===== config.mk =====
export PLATFORM = sky130hd
export DESIGN_NAME = dkbv_queue
export DESIGN_NICKNAME = d
export VERILOG_FILES = /design/src/dkbv_pkg.sv /design/src/dkbv_queue.sv
export SDC_FILE = /design/constraint.sdc
export NUM_CORES = 1
export LEC_CHECK = 0
export BUFFER_PORTS_ARGS = -buffer_cell sky130_fd_sc_hd__buf_4
export CAP_MARGIN = 20
export CORE_MARGIN = 2
export CORE_UTILIZATION = 32
export CTS_BUF_LIST = sky130_fd_sc_hd__clkbuf_2
export CTS_CLUSTER_SIZE = 28
export DETAILED_ROUTE_END_ITERATION = 10
export PLACE_DENSITY = 0.55
export SYNTH_ARGS = -nofsm -noshare
export SYNTH_HDL_FRONTEND = slang
export SYNTH_SLANG_ARGS = --single-unit
export TNS_END_PERCENT = 30

===== constraint.sdc =====
create_clock -name clk -period 8.78 [get_ports clk]
set_input_delay 0.439 -clock clk [delete_from_list [all_inputs] [get_ports clk]]
set_output_delay 0.439 -clock clk [all_outputs]
set_load 0.03 [all_outputs]

===== src/dkbv_pkg.sv =====
// shared types, constants and arithmetic helpers of the periodic sinc block
`timescale 1ns / 1ps
package dkbv_pkg;

  localparam int MAX_FFT_LOG2_DEF = 16;

  localparam int CFG_IDX_W  = 1;
  localparam int CFG_DATA_W = 17;
  localparam logic [CFG_IDX_W-1:0] CFG_FFT_SIZE     = 1'b0;
  localparam logic [CFG_IDX_W-1:0] CFG_COSINE_BASIS = 1'b1;
  localparam logic [CFG_DATA_W-1:0] FFT_SIZE_RST    = 17'd1024;

  localparam int FREQ_W  = 32;
  localparam int PHASE_W = 16;
  localparam int BIN_W   = 16;
  localparam int VAL_W   = 34;

  localparam int TH_STEPS   = 79;
  localparam int SIN_LAT    = 25;
  localparam int QDIV_STEPS = 33;

  localparam logic [63:0] HALF_TURN    = 64'h8000_0000_0000_0000;
  localparam logic [63:0] QUARTER_TURN = 64'h4000_0000_0000_0000;
  localparam logic [63:0] EIGHTH_TURN  = 64'h2000_0000_0000_0000;
  localparam logic [63:0] PI62         = 64'hC90F_DAA2_2168_C235;

  localparam logic [63:0] TF0  = 64'h4000_0000_0000_0000;
  localparam logic [63:0] TF1  = TF0 / 64'd1;
  localparam logic [63:0] TF2  = TF1 / 64'd2;
  localparam logic [63:0] TF3  = TF2 / 64'd3;
  localparam logic [63:0] TF4  = TF3 / 64'd4;
  localparam logic [63:0] TF5  = TF4 / 64'd5;
  localparam logic [63:0] TF6  = TF5 / 64'd6;
  localparam logic [63:0] TF7  = TF6 / 64'd7;
  localparam logic [63:0] TF8  = TF7 / 64'd8;
  localparam logic [63:0] TF9  = TF8 / 64'd9;
  localparam logic [63:0] TF10 = TF9 / 64'd10;
  localparam logic [63:0] TF11 = TF10 / 64'd11;
  localparam logic [63:0] TF12 = TF11 / 64'd12;
  localparam logic [63:0] TF13 = TF12 / 64'd13;
  localparam logic [63:0] TF14 = TF13 / 64'd14;
  localparam logic [63:0] TF15 = TF14 / 64'd15;
  localparam logic [63:0] TF16 = TF15 / 64'd16;
  localparam logic [63:0] TF17 = TF16 / 64'd17;
  localparam logic [63:0] TF18 = TF17 / 64'd18;

  localparam logic [63:0] TAYLOR_F [0:18] = '{
    TF0, TF1, TF2, TF3, TF4, TF5, TF6, TF7, TF8, TF9,
    TF10, TF11, TF12, TF13, TF14, TF15, TF16, TF17, TF18
  };

  typedef struct packed {
    logic [FREQ_W-1:0]  m;
    logic               neg;
    logic [PHASE_W-1:0] ph;
    logic               zero;
  } dkbv_item_t;

  typedef struct packed {
    logic [63:0] p00;
    logic [63:0] p01;
    logic [63:0] p10;
    logic [63:0] p11;
  } dkbv_pp_t;

  function automatic dkbv_pp_t mul_pp(input logic [63:0] a, input logic [63:0] b);
    dkbv_pp_t pp;
    pp.p00 = {32'b0, a[31:0]} * {32'b0, b[31:0]};
    pp.p01 = {32'b0, a[31:0]} * {32'b0, b[63:32]};
    pp.p10 = {32'b0, a[63:32]} * {32'b0, b[31:0]};
    pp.p11 = {32'b0, a[63:32]} * {32'b0, b[63:32]};
    return pp;
  endfunction

  function automatic logic [127:0] mul_sum(input dkbv_pp_t pp);
    return {64'b0, pp.p00} + {32'b0, pp.p01, 32'b0} + {32'b0, pp.p10, 32'b0}
           + {pp.p11, 64'b0};
  endfunction

  function automatic logic [63:0] q62_hi(input dkbv_pp_t pp);
    logic [127:0] s;
    s = mul_sum(pp);
    return s[125:62];
  endfunction

  function automatic logic [63:0] rad_hi(input dkbv_pp_t pp);
    logic [127:0] s;
    s = mul_sum(pp);
    return s[126:63];
  endfunction

  function automatic logic [63:0] mag64(input logic [63:0] v);
    return v[63] ? (64'd0 - v) : v;
  endfunction

  function automatic logic [VAL_W-1:0] q16_round(input logic [63:0] v);
    logic [63:0] m;
    m = (mag64(v) + 64'h0000_2000_0000_0000) >> 46;
    return v[63] ? (VAL_W'(0) - m[VAL_W-1:0]) : m[VAL_W-1:0];
  endfunction

endpackage


===== src/dkbv_queue.sv =====
// two-entry queue between the front end and the arithmetic back end
`timescale 1ns / 1ps
module dkbv_queue (
  input  logic                 clk,
  input  logic                 rst_n,
  input  logic                 push,
  input  dkbv_pkg::dkbv_item_t push_item,
  output logic                 full,
  output logic                 pop_vld,
  output dkbv_pkg::dkbv_item_t pop_item
);
  dkbv_pkg::dkbv_item_t mem_r [0:1];
  logic                 wr_ptr_r;
  logic                 rd_ptr_r;
  logic [1:0]           cnt_r;
  logic [1:0]           cnt_nxt;

  // back end takes a word every cycle one is present
  assign pop_vld  = (cnt_r != 2'd0);
  assign full     = (cnt_r == 2'd2);
  assign pop_item = mem_r[rd_ptr_r];

  always_comb begin
    cnt_nxt = cnt_r + {1'b0, push} - {1'b0, pop_vld};
  end

  always_ff @(posedge clk) begin
    if (!rst_n) begin
      wr_ptr_r <= 1'b0;
      rd_ptr_r <= 1'b0;
      cnt_r    <= 2'd0;
    end else begin
      if (push) begin
        wr_ptr_r <= ~wr_ptr_r;
      end
      if (pop_vld) begin
        rd_ptr_r <= ~rd_ptr_r;
      end
      cnt_r <= cnt_nxt;
    end
  end

  always_ff @(posedge clk) begin
    if (push) begin
      mem_r[wr_ptr_r] <= push_item;
    end
  end

endmodule


==> reports/qor.yml <==
detail-route-antenna-nets: 0
seq_area_frac_synth: 0.7612
clock_latency_ps: 590
power.density_nw_per_um2: 173.6
grt_max_degree: 51
syn_area_sq_um: 4076
crit_slowest_cell: "dfxtp_4"
io_buffers: 104
clock_path_buffers: 2
multi_input_comb_area_sq_um: 870.8
syn_inst: 178
syn_nets: 232
p_sw_frac: 0.2496
gp_congestion: 0.6493
ys_seq_elements: 105
antenna_found_initial: 0
intPower_mw: 0.7296
min_from: "push"
crit_type: "flip-flop to output port"
die_area_sq_um: 13660
cts_num_sinks: 105
path_clk_slew_ps: 240
io_pins: 105
grt_pass1_wl_mm: 10.63
synth-async-reset-ratio: 0
path_max_fanout: 50
die_x_microns: 116.9
nets: 394
ys.flop_type: "edfxtp_1"
hold_viol: 0
cts_inserted_buffers: 9
wire_per_inst_microns: 13.99
hold_path_class: "primary input to flip-flop"
place_hpwl_mm: 4.239
firstDrtPassIters: 4
synth.area.top_cells: "edfxtp_1 74%, mux2_4 18%, buf_12 2.5%, dfxtp_1 2.5%, nor2b_1 0.61%"
synth_top_cell_area_share: 0.7366
yosys_warnings: 0
reg2reg_depth: 2
layout-drive-gt1-share: 0.5014
path_cells: "mux2_4 -> buf_4"
r2r-start: "wr_ptr_r"
cp-start-kind: "flip-flop"
cts_root_buf: "clkbuf_2"
arrival_ps: 2220
syn_area_per_cell_sq_um: 22.90
cts_tree: "built"
rsz0062_at_grt: "false"
yosysMostFrequentCell: "edfxtp_1"
first_global_vias: 2148
setup_viol: 0
cp_num_buf_inv: 1
rows: 41
cp.required_ps: 8340
area_growth_pct: 37.38
min_period_ps: 2656
leakage_nw: 2.207
holdPathEnd: "wr_ptr_r"
die_height_microns: 116.9
drv_slew: 0
fin_tns_setup_ps: 0
end_kind: "output port"
yosys.cell_types.count: 16
fin_crit_sh: 0.3025
hold_path_depth: 3
grt-ovfl-total: 0
synth_edf_count: 100
seq_area_sq_um: 3107
fp.coreArea_sq_um: 12520
htreeDepth: 3
pwr-share-clk: 0.221
utilization: 0.4474
reg2reg_setup_slack_ps: 6910
cp.depth: 2
whs_ps: 153.0
r2r-end: "mem_r[1][2]"
start_util: 0.3257
drt_wl_total_mm: 7.233
grtUsageTotal: 0.1096
cap_violations: 0
fillers: 1150
max_stage_delay_ps: 1050
seqPwrFrac: 0.608
drt-vias-per-instance: 4.072
synth_top_area_cell: "edfxtp_1"
slew_headroom: 0.3434
p_switching_mw: 0.2427
vdd_drop_max_v: 0.00007552
drt-initial-drc-count: 96
num_vias: 2105
fmax_ghz: 0.3765
fin_skew_ps: 9.335
worst-slew-pin-transition_ps: 984.9
p_comb_frac: 0.172
diodes: 0
yosys-top-cells-count: "100 x edfxtp_1, 50 x mux2_4, 5 x buf_12, 5 x dfxtp_1, 4 x nor2b_1"
drc: 0
crit_family: "flip-flops"
status: "finished, final reports clean"
[cells by family (layout without fill, tap and decap cells)]
group / Yosys count / count (layout) / synth area share
mux: 51 / 51 / 0.1866
simple gates: 13 / 13 / 0.01872
fa+ha+maj: 1 / 1 / 0.003069
compound gates: 2 / 2 / 0.003069
buf+inv: 6 / 173 / 0.02732
flops: 105 / 105 / 0.7612
[sequential cells by signal (all words and copies together) (netlist names), named ones only]
signal / count
wr_ptr_r: 1
rd_ptr_r: 1
cnt_r: 2
mem_r: 100
[worst register-to-register path, cell delays in order (launching register included)]
cell and delay, ps:
dfxtp_1 440, and2_2 700, buf_4 440
[power groups by stage]
stage / Clock [mW] / Combinational (mW) / Sequential [mW]
detailed placement: 0 / 0.151 / 0.603
floorplan: 0 / 0.104 / 0.593
global placement: 0 / 0.150 / 0.602
finish: 0.214 / 0.167 / 0.591
global route: 0.247 / 0.177 / 0.595
CTS: 0.229 / 0.170 / 0.592
[area by class of cell]
cell class	count	share of cell area
well taps	172	0.03843
multi-input cells	67	0.1555
clock inverters	5	0.008266
repair buffers	157	0.2332
flip-flops and latches	105	0.5547
clock buffers	11	0.009830
[cells in the final DEF, fill, tap and decap left out]
cell type      netlist  final
and2_1               2      1
and2_2               0      1
and3_1               2      2
buf_4                0    106
bufinv_16            0      1
clkbuf_2             0     11
clkinv_1             0      3
clkinv_2             0      1
dfxtp_1              5      4
dfxtp_4              0      1
dlygate4sd3_1        0     51
edfxtp_1           100    100
ha_1                 1      1
mux2_4              50     50
mux2i_1              1      1
nand2_1              2      2
nand2b_1             1      1
nor2b_1              4      3
nor2b_4              0      1
o21a_1               1      1
o21ai_0              1      1
or2_2                1      1
or3_1                1      1
[metal layers]
metal  part of all wire  vias up  track usage
met2               0.50       63       0.1696
met4              0.022        0      0.07529
met1               0.42     1016       0.1322
met5                  0        -            0
met3              0.051       11      0.03244
li1                   -     1015            -
[how the worst max path moves through the flow]
stage | slack, ps | end | start
after CTS | 5990 | pop_item[29] | flip-flop
after global routing | 5940 | pop_item[35] | flip-flop
final | 6120 | pop_item[35] | flip-flop
after detailed placement | 6650 | mem_r[0][40] | push
after global placement | 6670 | mem_r[0][40] | push
after floorplan | 5630 | mem_r[0][0] | push
[what timing repair did]
| action | CTS | global route |
|---|---|---|
| buffers inserted | 0 | 0 |
| resized for setup | 0 | 0 |
| hold endpoints to repair | 102 | 0 |
| hold buffers | 51 | 0 |
[stage by stage]
stage	total power [mW]	setup WS (ps)	std cells	cell area, sq um
global placement	0.7520	6670	450	4989
global route	1.019	5944	517	5600
detailed placement	0.7542	6654	450	4989
CTS	0.9904	5993	517	5600
finish	0.9723	6124	517	5600
floorplan	0.6973	5629	178	4076
Note: power is estimated with default switching activity, not from simulation.
