## src/dkbv_pkg.sv

```systemverilog
// shared types, constants and arithmetic helpers of the periodic sinc block
`timescale 1ns / 1ps
package dkbv_pkg;

  localparam int MAX_FFT_LOG2_DEF = 16;

  localparam int CFG_IDX_W  = 1;
  localparam int CFG_DATA_W = 17;
  localparam logic [CFG_IDX_W-1:0] CFG_FFT_SIZE     = 1'b0;
  localparam logic [CFG_IDX_W-1:0] CFG_COSINE_BASIS = 1'b1;
  localparam logic [CFG_DATA_W-1:0] FFT_SIZE_RST    = 17'd1024;

  localparam int FREQ_W  = 32;
  localparam int PHASE_W = 16;
  localparam int BIN_W   = 16;
  localparam int VAL_W   = 34;

  localparam int TH_STEPS   = 79;
  localparam int SIN_LAT    = 25;
  localparam int QDIV_STEPS = 33;

  localparam logic [63:0] HALF_TURN    = 64'h8000_0000_0000_0000;
  localparam logic [63:0] QUARTER_TURN = 64'h4000_0000_0000_0000;
  localparam logic [63:0] EIGHTH_TURN  = 64'h2000_0000_0000_0000;
  localparam logic [63:0] PI62         = 64'hC90F_DAA2_2168_C235;

  localparam logic [63:0] TF0  = 64'h4000_0000_0000_0000;
  localparam logic [63:0] TF1  = TF0 / 64'd1;
  localparam logic [63:0] TF2  = TF1 / 64'd2;
  localparam logic [63:0] TF3  = TF2 / 64'd3;
  localparam logic [63:0] TF4  = TF3 / 64'd4;
  localparam logic [63:0] TF5  = TF4 / 64'd5;
  localparam logic [63:0] TF6  = TF5 / 64'd6;
  localparam logic [63:0] TF7  = TF6 / 64'd7;
  localparam logic [63:0] TF8  = TF7 / 64'd8;
  localparam logic [63:0] TF9  = TF8 / 64'd9;
  localparam logic [63:0] TF10 = TF9 / 64'd10;
  localparam logic [63:0] TF11 = TF10 / 64'd11;
  localparam logic [63:0] TF12 = TF11 / 64'd12;
  localparam logic [63:0] TF13 = TF12 / 64'd13;
  localparam logic [63:0] TF14 = TF13 / 64'd14;
  localparam logic [63:0] TF15 = TF14 / 64'd15;
  localparam logic [63:0] TF16 = TF15 / 64'd16;
  localparam logic [63:0] TF17 = TF16 / 64'd17;
  localparam logic [63:0] TF18 = TF17 / 64'd18;

  localparam logic [63:0] TAYLOR_F [0:18] = '{
    TF0, TF1, TF2, TF3, TF4, TF5, TF6, TF7, TF8, TF9,
    TF10, TF11, TF12, TF13, TF14, TF15, TF16, TF17, TF18
  };

  typedef struct packed {
    logic [FREQ_W-1:0]  m;
    logic               neg;
    logic [PHASE_W-1:0] ph;
    logic               zero;
  } dkbv_item_t;

  typedef struct packed {
    logic [63:0] p00;
    logic [63:0] p01;
    logic [63:0] p10;
    logic [63:0] p11;
  } dkbv_pp_t;

  function automatic dkbv_pp_t mul_pp(input logic [63:0] a, input logic [63:0] b);
    dkbv_pp_t pp;
    pp.p00 = {32'b0, a[31:0]} * {32'b0, b[31:0]};
    pp.p01 = {32'b0, a[31:0]} * {32'b0, b[63:32]};
    pp.p10 = {32'b0, a[63:32]} * {32'b0, b[31:0]};
    pp.p11 = {32'b0, a[63:32]} * {32'b0, b[63:32]};
    return pp;
  endfunction

  function automatic logic [127:0] mul_sum(input dkbv_pp_t pp);
    return {64'b0, pp.p00} + {32'b0, pp.p01, 32'b0} + {32'b0, pp.p10, 32'b0}
           + {pp.p11, 64'b0};
  endfunction

  function automatic logic [63:0] q62_hi(input dkbv_pp_t pp);
    logic [127:0] s;
    s = mul_sum(pp);
    return s[125:62];
  endfunction

  function automatic logic [63:0] rad_hi(input dkbv_pp_t pp);
    logic [127:0] s;
    s = mul_sum(pp);
    return s[126:63];
  endfunction

  function automatic logic [63:0] mag64(input logic [63:0] v);
    return v[63] ? (64'd0 - v) : v;
  endfunction

  function automatic logic [VAL_W-1:0] q16_round(input logic [63:0] v);
    logic [63:0] m;
    m = (mag64(v) + 64'h0000_2000_0000_0000) >> 46;
    return v[63] ? (VAL_W'(0) - m[VAL_W-1:0]) : m[VAL_W-1:0];
  endfunction

endpackage

```

## src/dkbv_front.sv

```systemverilog
// front end: config registers, word acceptance and offset classification
`timescale 1ns / 1ps
module dkbv_front #(
  parameter int MAX_FFT_LOG2 = dkbv_pkg::MAX_FFT_LOG2_DEF
) (
  input  logic                               clk,
  input  logic                               rst_n,
  input  logic                               start,
  output logic                               busy,
  input  logic [dkbv_pkg::FREQ_W-1:0]        in_true_frequency,
  input  logic [dkbv_pkg::PHASE_W-1:0]       in_start_phase,
  input  logic [dkbv_pkg::BIN_W-1:0]         in_bin_index,
  input  logic                               cfg_valid,
  output logic                               cfg_ready,
  input  logic [dkbv_pkg::CFG_IDX_W-1:0]     cfg_index,
  input  logic [dkbv_pkg::CFG_DATA_W-1:0]    cfg_data,
  input  logic                               q_full,
  output logic                               q_push,
  output dkbv_pkg::dkbv_item_t               q_item,
  output logic [MAX_FFT_LOG2:0]              fft_n,
  output logic                               cosine_basis
);
  localparam int NW = MAX_FFT_LOG2 + 1;
  localparam int CW = (NW > dkbv_pkg::CFG_DATA_W) ? NW : dkbv_pkg::CFG_DATA_W;
  localparam logic [CW-1:0] NMAX = CW'(1) << MAX_FFT_LOG2;
  localparam logic [CW-1:0] NMIN = CW'(2);

  logic [dkbv_pkg::CFG_DATA_W-1:0] fft_size_r;
  logic                            cos_basis_r;
  logic [NW-1:0]                   fft_n_r;
  logic                            fr_vld_r;
  dkbv_pkg::dkbv_item_t            fr_item_r;
  dkbv_pkg::dkbv_item_t            item_nxt;
  logic                            accept;
  logic [dkbv_pkg::FREQ_W-1:0]     bin_q;
  logic [CW-1:0]                   size_ext;

  assign cfg_ready    = 1'b1;
  assign busy         = fr_vld_r & q_full;
  assign accept       = start & ~busy;
  assign q_push       = fr_vld_r & ~q_full;
  assign q_item       = fr_item_r;
  assign fft_n        = fft_n_r;
  assign cosine_basis = cos_basis_r;

  // offset magnitude, direction and the exact zero case
  always_comb begin
    bin_q         = {in_bin_index, 16'b0};
    item_nxt.neg  = in_true_frequency < bin_q;
    item_nxt.m    = item_nxt.neg ? (bin_q - in_true_frequency) : (in_true_frequency - bin_q);
    item_nxt.ph   = in_start_phase;
    item_nxt.zero = (item_nxt.m == '0);
    size_ext      = CW'(fft_size_r);
  end

  always_ff @(posedge clk) begin
    if (!rst_n) begin
      fft_size_r  <= dkbv_pkg::FFT_SIZE_RST;
      cos_basis_r <= 1'b1;
      fr_vld_r    <= 1'b0;
    end else begin
      if (cfg_valid && cfg_ready) begin
        case (cfg_index)
          dkbv_pkg::CFG_FFT_SIZE:     fft_size_r  <= cfg_data;
          dkbv_pkg::CFG_COSINE_BASIS: cos_basis_r <= cfg_data[0];
          default: ;
        endcase
      end
      fr_vld_r <= accept | (fr_vld_r & q_full);
    end
  end

  always_ff @(posedge clk) begin
    if (accept) begin
      fr_item_r <= item_nxt;
    end
    if (size_ext < NMIN) begin
      fft_n_r <= NW'(NMIN);
    end else if (size_ext > NMAX) begin
      fft_n_r <= NW'(NMAX);
    end else begin
      fft_n_r <= NW'(size_ext);
    end
  end

endmodule

```

## config.mk

```make
export PLATFORM = sky130hd
export DESIGN_NAME = dkbv_front
export DESIGN_NICKNAME = d
export VERILOG_FILES = /design/src/dkbv_pkg.sv /design/src/dkbv_front.sv
export SDC_FILE = /design/constraint.sdc
export NUM_CORES = 1
export LEC_CHECK = 0
export BUFFER_PORTS_ARGS = -buffer_cell sky130_fd_sc_hd__clkbuf_2
export CAP_MARGIN = 0
export CELL_PAD_IN_SITES_DETAIL_PLACEMENT = 0
export CELL_PAD_IN_SITES_GLOBAL_PLACEMENT = 2
export CORE_MARGIN = 1.5
export CORE_UTILIZATION = 31
export CTS_CLUSTER_DIAMETER = 100
export DETAILED_ROUTE_END_ITERATION = 12
export PLACE_DENSITY = 0.88
export SLEW_MARGIN = 20
export SYNTH_ARGS = -nofsm -noshare
export SYNTH_HDL_FRONTEND = slang
export SYNTH_SLANG_ARGS = --single-unit
export TNS_END_PERCENT = 30
```

## constraint.sdc

```tcl
create_clock -name clk -period 3.5 [get_ports clk]
set_input_delay 0.35 -clock clk [delete_from_list [all_inputs] [get_ports clk]]
set_output_delay 0.35 -clock clk [all_outputs]
set_load 0.03 [all_outputs]
```

==> metrics, run 1 <==
Reg power frac=0.406; violation count after the first detailed-route iteration=237; crit end category=flip-flop; # rows=between 40 and 50; sequential fraction of the synthesis area=0.433; hold crit path type=in2reg; DP Cell Count=925; post-CTS setup buffer count=0; max cap viols=0; cells along the critical path=clkbuf_2 > inv_1 > ha_1 > nand2_1 > o21a_1 > o21a_1 > buf_4 > a2111oi_0 > buf_4 > nor3_1 > o311ai_0 > nand4_1 > xor2_1 > nor4b_2; vias in the first global route=around 4.5k; Seq. cell area=2220 um^2; initial cell density of the core=0.320; Final Wtd Congestion=0.893; DRC=0; first-pass GRT wire length=23.3 mm; Syn Nets=652; post-route ant nets=0; Die Y=132 um; Pre-antenna DRT Iters=5; Comb pwr share=0.296; Final Slew Violations=0; Setup violations, final=0; number of vias per cell=about 4.8; area occupied by multi-input gates=2670 um^2; post-DP HPWL=11.9 mm; Top FF cell, synth=edfxtp_1; dominant cell type by area after synthesis=edfxtp_1; FFs w/ async S/R, synth=0; final hold viol count=0; share of cells above drive strength 1=0.328; Yosys reg bits=86; RSZ-0062 raised after global routing=false; Slew HR=0.547; largest cells by area after synthesis=edfxtp_1, dfxtp_1, ha_1; final non-filler cell total=941; fill count=1631; setup clock skew after layout=about 0.0075 ns; total core area=roughly 16000 um^2; clock power share=0.298; antenna violations before repair=0; H-tree depth=3; CTS tree=yes; n_diodes=0; Die Area=17400 um^2; Syn Std Cell Area=between 5000 and 6000 um^2; fin area=6740 um^2; Ys Warns=0; IO Pins=158; CP max FO=8; Area after DPL=about 6500 um^2; area share of the largest cell type after synthesis=0.292; Hold Crit Start=in_start_phase[10]; CP max stage delay=0.52 ns; Die Wd=132 um; Clock Latency Late Sink=0.33 ns; Post-CTS Resized=0; nets=841; final worst-path cycle share=0.922; Req. time, crit path=3.57 ns; Avg WL per Cell=15.3 um; Root Driver=clkbuf_16; Slowest-stage cell, CP=a2111oi_0; Worst Path Arrival=about 3.3 ns; Slew @ Worst Pin=0.679 ns; via count=4552; max frequency=about 310 MHz; crit path kind=in2reg; Synth Area per Inst=between 9 and 10 um^2; Tmin final=3.23 ns; status=complete, no violations; number of buffers added on ports=156; Mapped Cells=531; crit start category=input port; Distinct cells, synth=70; clk buf depth=2; Total Wirelength=14.4 mm; Switching Share=0.323; Int Pwr=slightly above 2000 uW; Layout area overhead=31.2%; GR Overflow Total=0; Power Density=443 nW/um^2; P_sw=between 900 and 1000 uW; peak supply drop=around 190 uV; Crit path max-delay family=compound AO/OA/AOI/OAI gates; number of synthesized flops with an enable pin=50; # hold bufs at CTS=0; CP Buf/Inv Count=4; GRT Util Overall=0.168; R2R Path Start=fft_size_r[15]; clock transition at the registers of the reported paths=0.07 ns; CTS sink count=86; TritonCTS Buffers=9; pin count of the biggest net entering global routing=approximately 50; CP startpoint=in_true_frequency[26]; Leak Pwr=around 0.0031 uW
through the flow:
stage	util	power (uW)	worst slack (ns)	TNS, ns	hold WS [ns]
after floorplan	-	1770	0.169	0	0.436
after global placement	0.401	2120	-0.0492	-0.0492	0.391
after detailed placement	0.402	2130	-0.0198	-0.0198	0.393
after CTS	0.420	3020	0.338	0	0.174
after global routing	0.420	3150	0.0615	0	0.171
final	0.420	2990	0.273	0	0.187
power groups by stage:
stage / Sequential, uW / Clock [uW] / Combinational (uW)
2_1_floorplan: 1390 / 0 / 389
3_3_place_gp: 1230 / 0 / 887
3_5_place_dp: 1240 / 0 / 889
4_1_cts: 1210 / 917 / 891
5_1_grt: 1220 / 968 / 963
6_report: 1210 / 891 / 884
cells by family after synthesis:
kind of cell / count (synthesis) / share of synthesized area
XOR/XNOR: 31 / 0.0543
AND/OR/NAND/NOR: 186 / 0.192
other: 1 / 0.000730
AO/OA/AOI/OAI: 125 / 0.172
buffers and inverters: 61 / 0.0497
multiplexers: 7 / 0.0144
flip-flops: 86 / 0.433
adder cells (fa/ha/maj): 34 / 0.0843
synth_stat cells (3+ instances only):
| cell type | n |
|---|---|
| a2111oi_0 | 4 |
| edfxtp_1 | 50 |
| nor2_1 | 30 |
| inv_1 | 36 |
| a41oi_1 | 3 |
| xnor2_1 | 14 |
| a211oi_1 | 5 |
| o31ai_1 | 5 |
| dfxtp_1 | 36 |
| nand3_1 | 10 |
| a21o_1 | 12 |
| nand2b_1 | 4 |
| a31oi_1 | 7 |
| o21ai_0 | 22 |
| or4_1 | 3 |
| mux2i_1 | 4 |
| xor2_1 | 16 |
| nor4_1 | 7 |
| clkbuf_1 | 8 |
| nor3_1 | 9 |
| nand2_1 | 62 |
| ha_1 | 33 |
| and2_1 | 25 |
| nand3b_1 | 4 |
| buf_2 | 13 |
| a21oi_1 | 23 |
| a21boi_0 | 20 |
| nand4_1 | 7 |
| nor2b_1 | 6 |
| o211a_1 | 3 |
| o21a_1 | 3 |
flip-flops by register name, indices dropped and copies added (netlist names):
signal / flops
q_item: 50
fft_n: 17
fft_size_r: 17
cosine_basis: 1
fr_vld_r: 1
final timing paths:
check	to	slack (ns)	depth (start not counted)
hold reg to reg	fft_n[16]	0.41	0
setup reg to reg	fft_n[14]	1.83	4
setup / recovery	q_item[0]	0.27	14
hold / removal	q_item[11]	0.19	1
layer usage:
layer,routed length [um],track usage
met5,0,0
met4,329,0.0574
met3,815,0.0369
met2,7030,0.293
met1,6200,0.204
layout by cell type, fill, tap and decap left out, drive strengths merged, types with 5 or more instances in the layout:
| cell | count |
|---|---|
| or4 | 5 |
| xor2 | 17 |
| edfxtp | 50 |
| inv | 39 |
| nor4 | 8 |
| a21boi | 20 |
| nor3 | 9 |
| nor2 | 32 |
| a21oi | 23 |
| buf | 46 |
| a31oi | 8 |
| nor2b | 6 |
| clkbuf | 166 |
| o21ai | 22 |
| nand3 | 10 |
| and2 | 25 |
| nand4 | 7 |
| xnor2 | 14 |
| o31ai | 5 |
| dfxtp | 36 |
| nand2 | 63 |
| ha | 33 |
| a21o | 12 |
| a211oi | 5 |
layout make-up:
type                       instances  area share
inverter                          37      0.0210
sequential                        86       0.330
clock inverter                     6     0.00668
tap                              216      0.0401
multi-input combinational        384       0.396
timing repair buffer             202       0.171
clock buffer                      10      0.0355
No activity file was read; power rests on OpenSTA's default activity.
==> run 2, diff against run 1 <==
==> constraint.sdc (replaced) <==
create_clock -name clk -period 3.45 [get_ports clk]
set_input_delay 0.345 -clock clk [delete_from_list [all_inputs] [get_ports clk]]
set_output_delay 0.345 -clock clk [all_outputs]
set_load 0.03 [all_outputs]
==> run 2 against run 1 <==
  * Clock-buffer cell count is 3 higher
  * Combinational power is 2.9% higher
  * Critical path depth is 1 higher
  * Die area stayed put
  * Total power is 4.7% higher
  * Worst hold slack worse by 0.011 ns
==> metrics, run 2 (synthesis results as in run 1) <==
setup clock skew after layout=0.00534 ns; Comb pwr share=0.291; DRC=0; Reg power frac=0.394; max frequency=325 MHz; Switching Share=0.313; vias in the first global route=4458; final worst-path cycle share=0.893; Slew HR=0.544; violation count after the first detailed-route iteration=268; number of buffers added on ports=156; clk buf depth=2; clock power share=0.315; P_sw=about 1000 uW; CP max FO=13; Leak Pwr=0.00312 uW; Root Driver=clkbuf_16; RSZ-0062 raised after global routing=false; status=complete, no violations; Crit path max-delay family=compound AO/OA/AOI/OAI gates; Worst Path Arrival=~3.3 ns; pin count of the biggest net entering global routing=51; Clock Latency Late Sink=0.34 ns; met1 Usage GRT=0.212; post-DP HPWL=between 10 and 15 mm; Final Wtd Congestion=roughly 0.9; Hold Crit Start=in_start_phase[5]; DP Cell Count=approximately 930; crit start category=input port; Avg WL per Cell=15.6 um; H-tree depth=3; n_diodes=0; Int Pwr=2150 uW; IO Pins=158; R2R Path Start=fft_size_r[15]; Setup violations, final=0; Die Y=132 um; initial cell density of the core=0.320; Slowest-stage cell, CP=a2111oi_1; clock transition at the registers of the reported paths=0.06 ns; crit end category=flip-flop; Die Area=between 15000 and 20000 um^2; M2 GR Usage=0.292; first-pass GRT wire length=23.2 mm; Slew @ Worst Pin=0.684 ns; share of cells above drive strength 1=0.337; Tmin final=3.08 ns; crit path kind=in2reg; total core area=about 16000 um^2; Layout area overhead=32.9%; Final Slew Violations=0; r2r setup slk=approximately 1.8 ns; Post-Place Worst Slack=-0.0479 ns; Total Power=3130 uW; post-route ant nets=0; fill count=1607; most frequent cells in the layout=clkbuf_2, nand2_1, buf_4; final core occ=0.425; Die Wd=approximately 130 um; post-CTS setup buffer count=0; final non-filler cell total=948; hold-critical path depth=1; worst r2r path cells=4; final hold slack=0.176 ns; Req. time, crit path=~3.6 ns; Final WS setup=0.371 ns; number of vias per cell=4.82; Post-CTS Resized=0; Power Density=459 nW/um^2; nets=848; reg-to-reg endpoint=fft_n[15]; # hold bufs at CTS=0; CP Buf/Inv Count=4; CP max stage delay=0.41 ns; TritonCTS Buffers=9; antenna violations before repair=0; WHS Endpoint=q_item[6]; cells along the critical path=clkbuf_2 > inv_1 > ha_1 > fa_1 > nor2b_1 > o31a_1 > o211ai_4 > nand2_4 > inv_4 > buf_12 > a2111oi_0 > a41oi_1 > a2111oi_1 > nand4_1 > nor4b_2; Pre-antenna DRT Iters=5; Most Crowded Layer GR=met2; CTS sink count=86; peak supply drop=201 uV; GRT Util Overall=0.168; final hold viol count=0; hold crit path type=in2reg; max cap viols=0; GR Overflow Total=0; CTS tree=yes; commonest non-fill, non-tap cell in the layout=clkbuf_2; via count=around 4.6k; max reg flops=50; # rows=46; Total Wirelength=14.8 mm; met3 GRT Util=0.0311
## run 2: changes by cell type in the layout (fill, tap and decap cells not counted), sizes merged
| cell | change |
|---|---|
| inv | -2 |
| clkbuf | +3 |
| buf | +7 |
| clkinvlp | -1 |
## run 2: worst register-to-register path, stage by stage (launching register included)
cell and delay, ns:
dfxtp_1 0.33, nor4_1 0.38, nand4_1 0.25, mux2_2 0.43
and2_1 0.19
## run 2: how the worst max path moves through the flow
stage / start / end / slack (ns) / cells past startpoint
after floorplan: q_full / q_item[0] / 0.12 / 2
after global placement: in_true_frequency[30] / q_item[0] / -0.05 / 14
after detailed placement: in_true_frequency[16] / q_item[0] / -0.05 / 15
after CTS: in_true_frequency[16] / q_item[0] / 0.30 / 15
after global routing: in_true_frequency[16] / q_item[0] / 0.04 / 15
final: in_true_frequency[16] / q_item[0] / 0.37 / 15
## run 2: power groups by stage
stage / combinational [uW] / sequential, uW / clock [uW]
after floorplan: 395 / 1410 / 0
after global placement: 903 / 1250 / 0
after detailed placement: 909 / 1260 / 0
after CTS: 912 / 1240 / 1020
after global routing: 984 / 1240 / 1050
final: 910 / 1230 / 987
## run 2: layout make-up
class                      instances  area (um^2)  share of cell area
clock buffer                      13          294              0.0431
sequential                        86         2220               0.326
clock inverter                     3         22.5             0.00330
multi-input combinational        384         2670               0.391
inverter                          37          141              0.0207
timing repair buffer             209         1200               0.176
tap                              216          270              0.0396
## run 2: per-layer routing
layer / share of wire / up-vias
met4: 0.015 / 0
met2: 0.49 / 183
met5: 0 / -
li1: - / 2282
met3: 0.057 / 18
met1: 0.44 / 2089
## run 2: stage by stage
step	instance area, um^2	TNS [ns]
detailed placement	6500	-0.0479
global placement	6500	-0.0484
CTS	6820	0
floorplan	5140	0
global route	6830	0
finish	6830	0
==> run 3, diff against run 2 <==
--- a/config.mk
+++ b/config.mk
@@ -14,6 +14,7 @@
 export CTS_CLUSTER_DIAMETER = 100
 export DETAILED_ROUTE_END_ITERATION = 12
 export PLACE_DENSITY = 0.88
+export RECOVER_POWER = 25
 export SLEW_MARGIN = 20
 export SYNTH_ARGS = -nofsm -noshare
 export SYNTH_HDL_FRONTEND = slang
==> run 3 against run 2 <==
  * First-iteration DRC count decreased by 0.75%
  * Flip-flop and latch count unchanged
  * Non-clock buffer count unchanged
  * Setup slack got worse by 0.0026 ns
  * Register-to-register slack about the same
  * Clock power about the same
  * Wire length increased by 0.36%
  * Clock skew about the same
  * Clock-buffer cell count unchanged
  * Cell count unchanged
  * Via count decreased by 0.22%
  * Largest power group unchanged
  * Highest routed layer unchanged
==> metrics, run 3 (synthesis results as in run 1) <==
peak supply drop=202 uV; clock transition at the registers of the reported paths=0.06 ns; Worst Path Arrival=3.25 ns; CTS sink count=86; crit start category=input port; Slowest-stage cell, CP=a2111oi_1; clk buf depth=2; n_diodes=0; crit end category=flip-flop; pin count of the biggest net entering global routing=51; Root Driver=clkbuf_16; total core area=16100 um^2; crit path kind=in2reg; CP Buf/Inv Count=4; Die Wd=132 um; CTS tree=yes; Slew @ Worst Pin=1.15 ns; via count=4562; Total Wirelength=14.9 mm; Avg WL per Cell=15.7 um; Leak Pwr=around 0.0031 uW; H-tree depth=3; share of cells above drive strength 1=0.314; post-CTS setup buffer count=0; Req. time, crit path=around 3.6 ns; Setup violations, final=0; TritonCTS Buffers=9; final hold slack=0.176 ns; fill count=1617; max reg flops=50; IO Pins=158; max frequency=324 MHz; final hold viol count=0; violation count after the first detailed-route iteration=266; number of vias per cell=4.81; vias in the first global route=between 4k and 5k; GRT Util Overall=0.168; # rows=46; most frequent cells in the layout=clkbuf_2, nand2_1, buf_4; cells along the critical path=clkbuf_2 > inv_1 > ha_1 > fa_1 > nor2b_1 > o31a_1 > o211ai_4 > nand2_4 > inv_4 > buf_12 > a2111oi_0 > a41oi_1 > a2111oi_1 > nand4_1 > nor4b_2; CP max stage delay=around 0.4 ns; r2r setup slk=between 1.5 and 2 ns; antenna violations before repair=0; Clock Latency Late Sink=0.34 ns; Die Y=132 um; Pre-antenna DRT Iters=5; Power Density=460 nW/um^2; Total Power=3130 uW; commonest non-fill, non-tap cell in the layout=clkbuf_2; final worst-path cycle share=0.893; Final Slew Violations=0; post-DP HPWL=12.1 mm; status=complete, no violations; initial cell density of the core=0.320; setup clock skew after layout=0.00503 ns; Post-CTS Resized=0; Final Wtd Congestion=between 0.9 and 1; hold crit path type=in2reg; Crit path max-delay family=compound AO/OA/AOI/OAI gates; GR Overflow Total=0; Slew HR=0.232; CP max FO=13; Tmin final=3.08 ns; nets=848; Layout area overhead=32.4%; RSZ-0062 raised after global routing=false; Die Area=17400 um^2; post-route ant nets=0; DRC=0; max cap viols=0; # hold bufs at CTS=0; number of buffers added on ports=156; first-pass GRT wire length=23.2 mm
==> run 3: cell count changes in the layout (fill, tap and decap cells not counted) <==
cell	change
clkbuf_2	-16
and2_0	+1
and2_1	-1
nor2b_1	+1
nor2b_2	-1
clkbuf_1	+16
==> run 3: area by class of cell <==
class | count | area [um^2] | area share
multi-input combinational | 384 | 2670 | 0.392
sequential | 86 | 2220 | 0.327
timing repair buffer | 209 | 1180 | 0.174
clock buffer | 13 | 294 | 0.0432
tap | 216 | 270 | 0.0397
inverter | 37 | 141 | 0.0208
clock inverter | 3 | 22.5 | 0.00331
==> run 3: worst register-to-register path: cells and delay by family, from the launching register on <==
| family | cells | cell delay, ns |
|---|---|---|
| flip-flops | 1 | 0.33 |
| AND/OR/NAND/NOR | 3 | 0.83 |
| multiplexers | 1 | 0.43 |
==> run 3: power breakdown <==
group | total [uW] | internal, uW | switching (uW)
Sequential | 1230 | 1200 | 32.7
Clock | 987 | 599 | 388
Combinational | 907 | 347 | 560
==> run 3: through the flow <==
step           setup TNS (ns)  worst slack (ns)  cells  cell area, um^2   util
3_5_place_dp          -0.0479           -0.0479    932             6500  0.405
2_1_floorplan               0             0.124    531             5140      -
6_report                    0             0.368    948             6800  0.424
4_1_cts                     0             0.303    948             6820  0.425
5_1_grt                     0            0.0359    948             6800  0.424
3_3_place_gp          -0.0484           -0.0484    932             6500  0.405
==> run 3: path summary, 6_finish.rpt <==
check               to  cells after the start             startpoint
min reg2reg  fft_n[16]                      0         fft_size_r[16]
max          q_item[0]                     15  in_true_frequency[16]
min          q_item[6]                      1      in_start_phase[5]
max reg2reg  fft_n[15]                      4         fft_size_r[15]
==> run 3: per-layer routing <==
layer | up-vias | global-route usage | wire (um)
met3 | 14 | 0.0311 | 876
li1 | 2283 | - | -
met4 | 0 | 0.0531 | 199
met5 | - | 0 | 0
met2 | 187 | 0.292 | 7310
met1 | 2078 | 0.212 | 6500
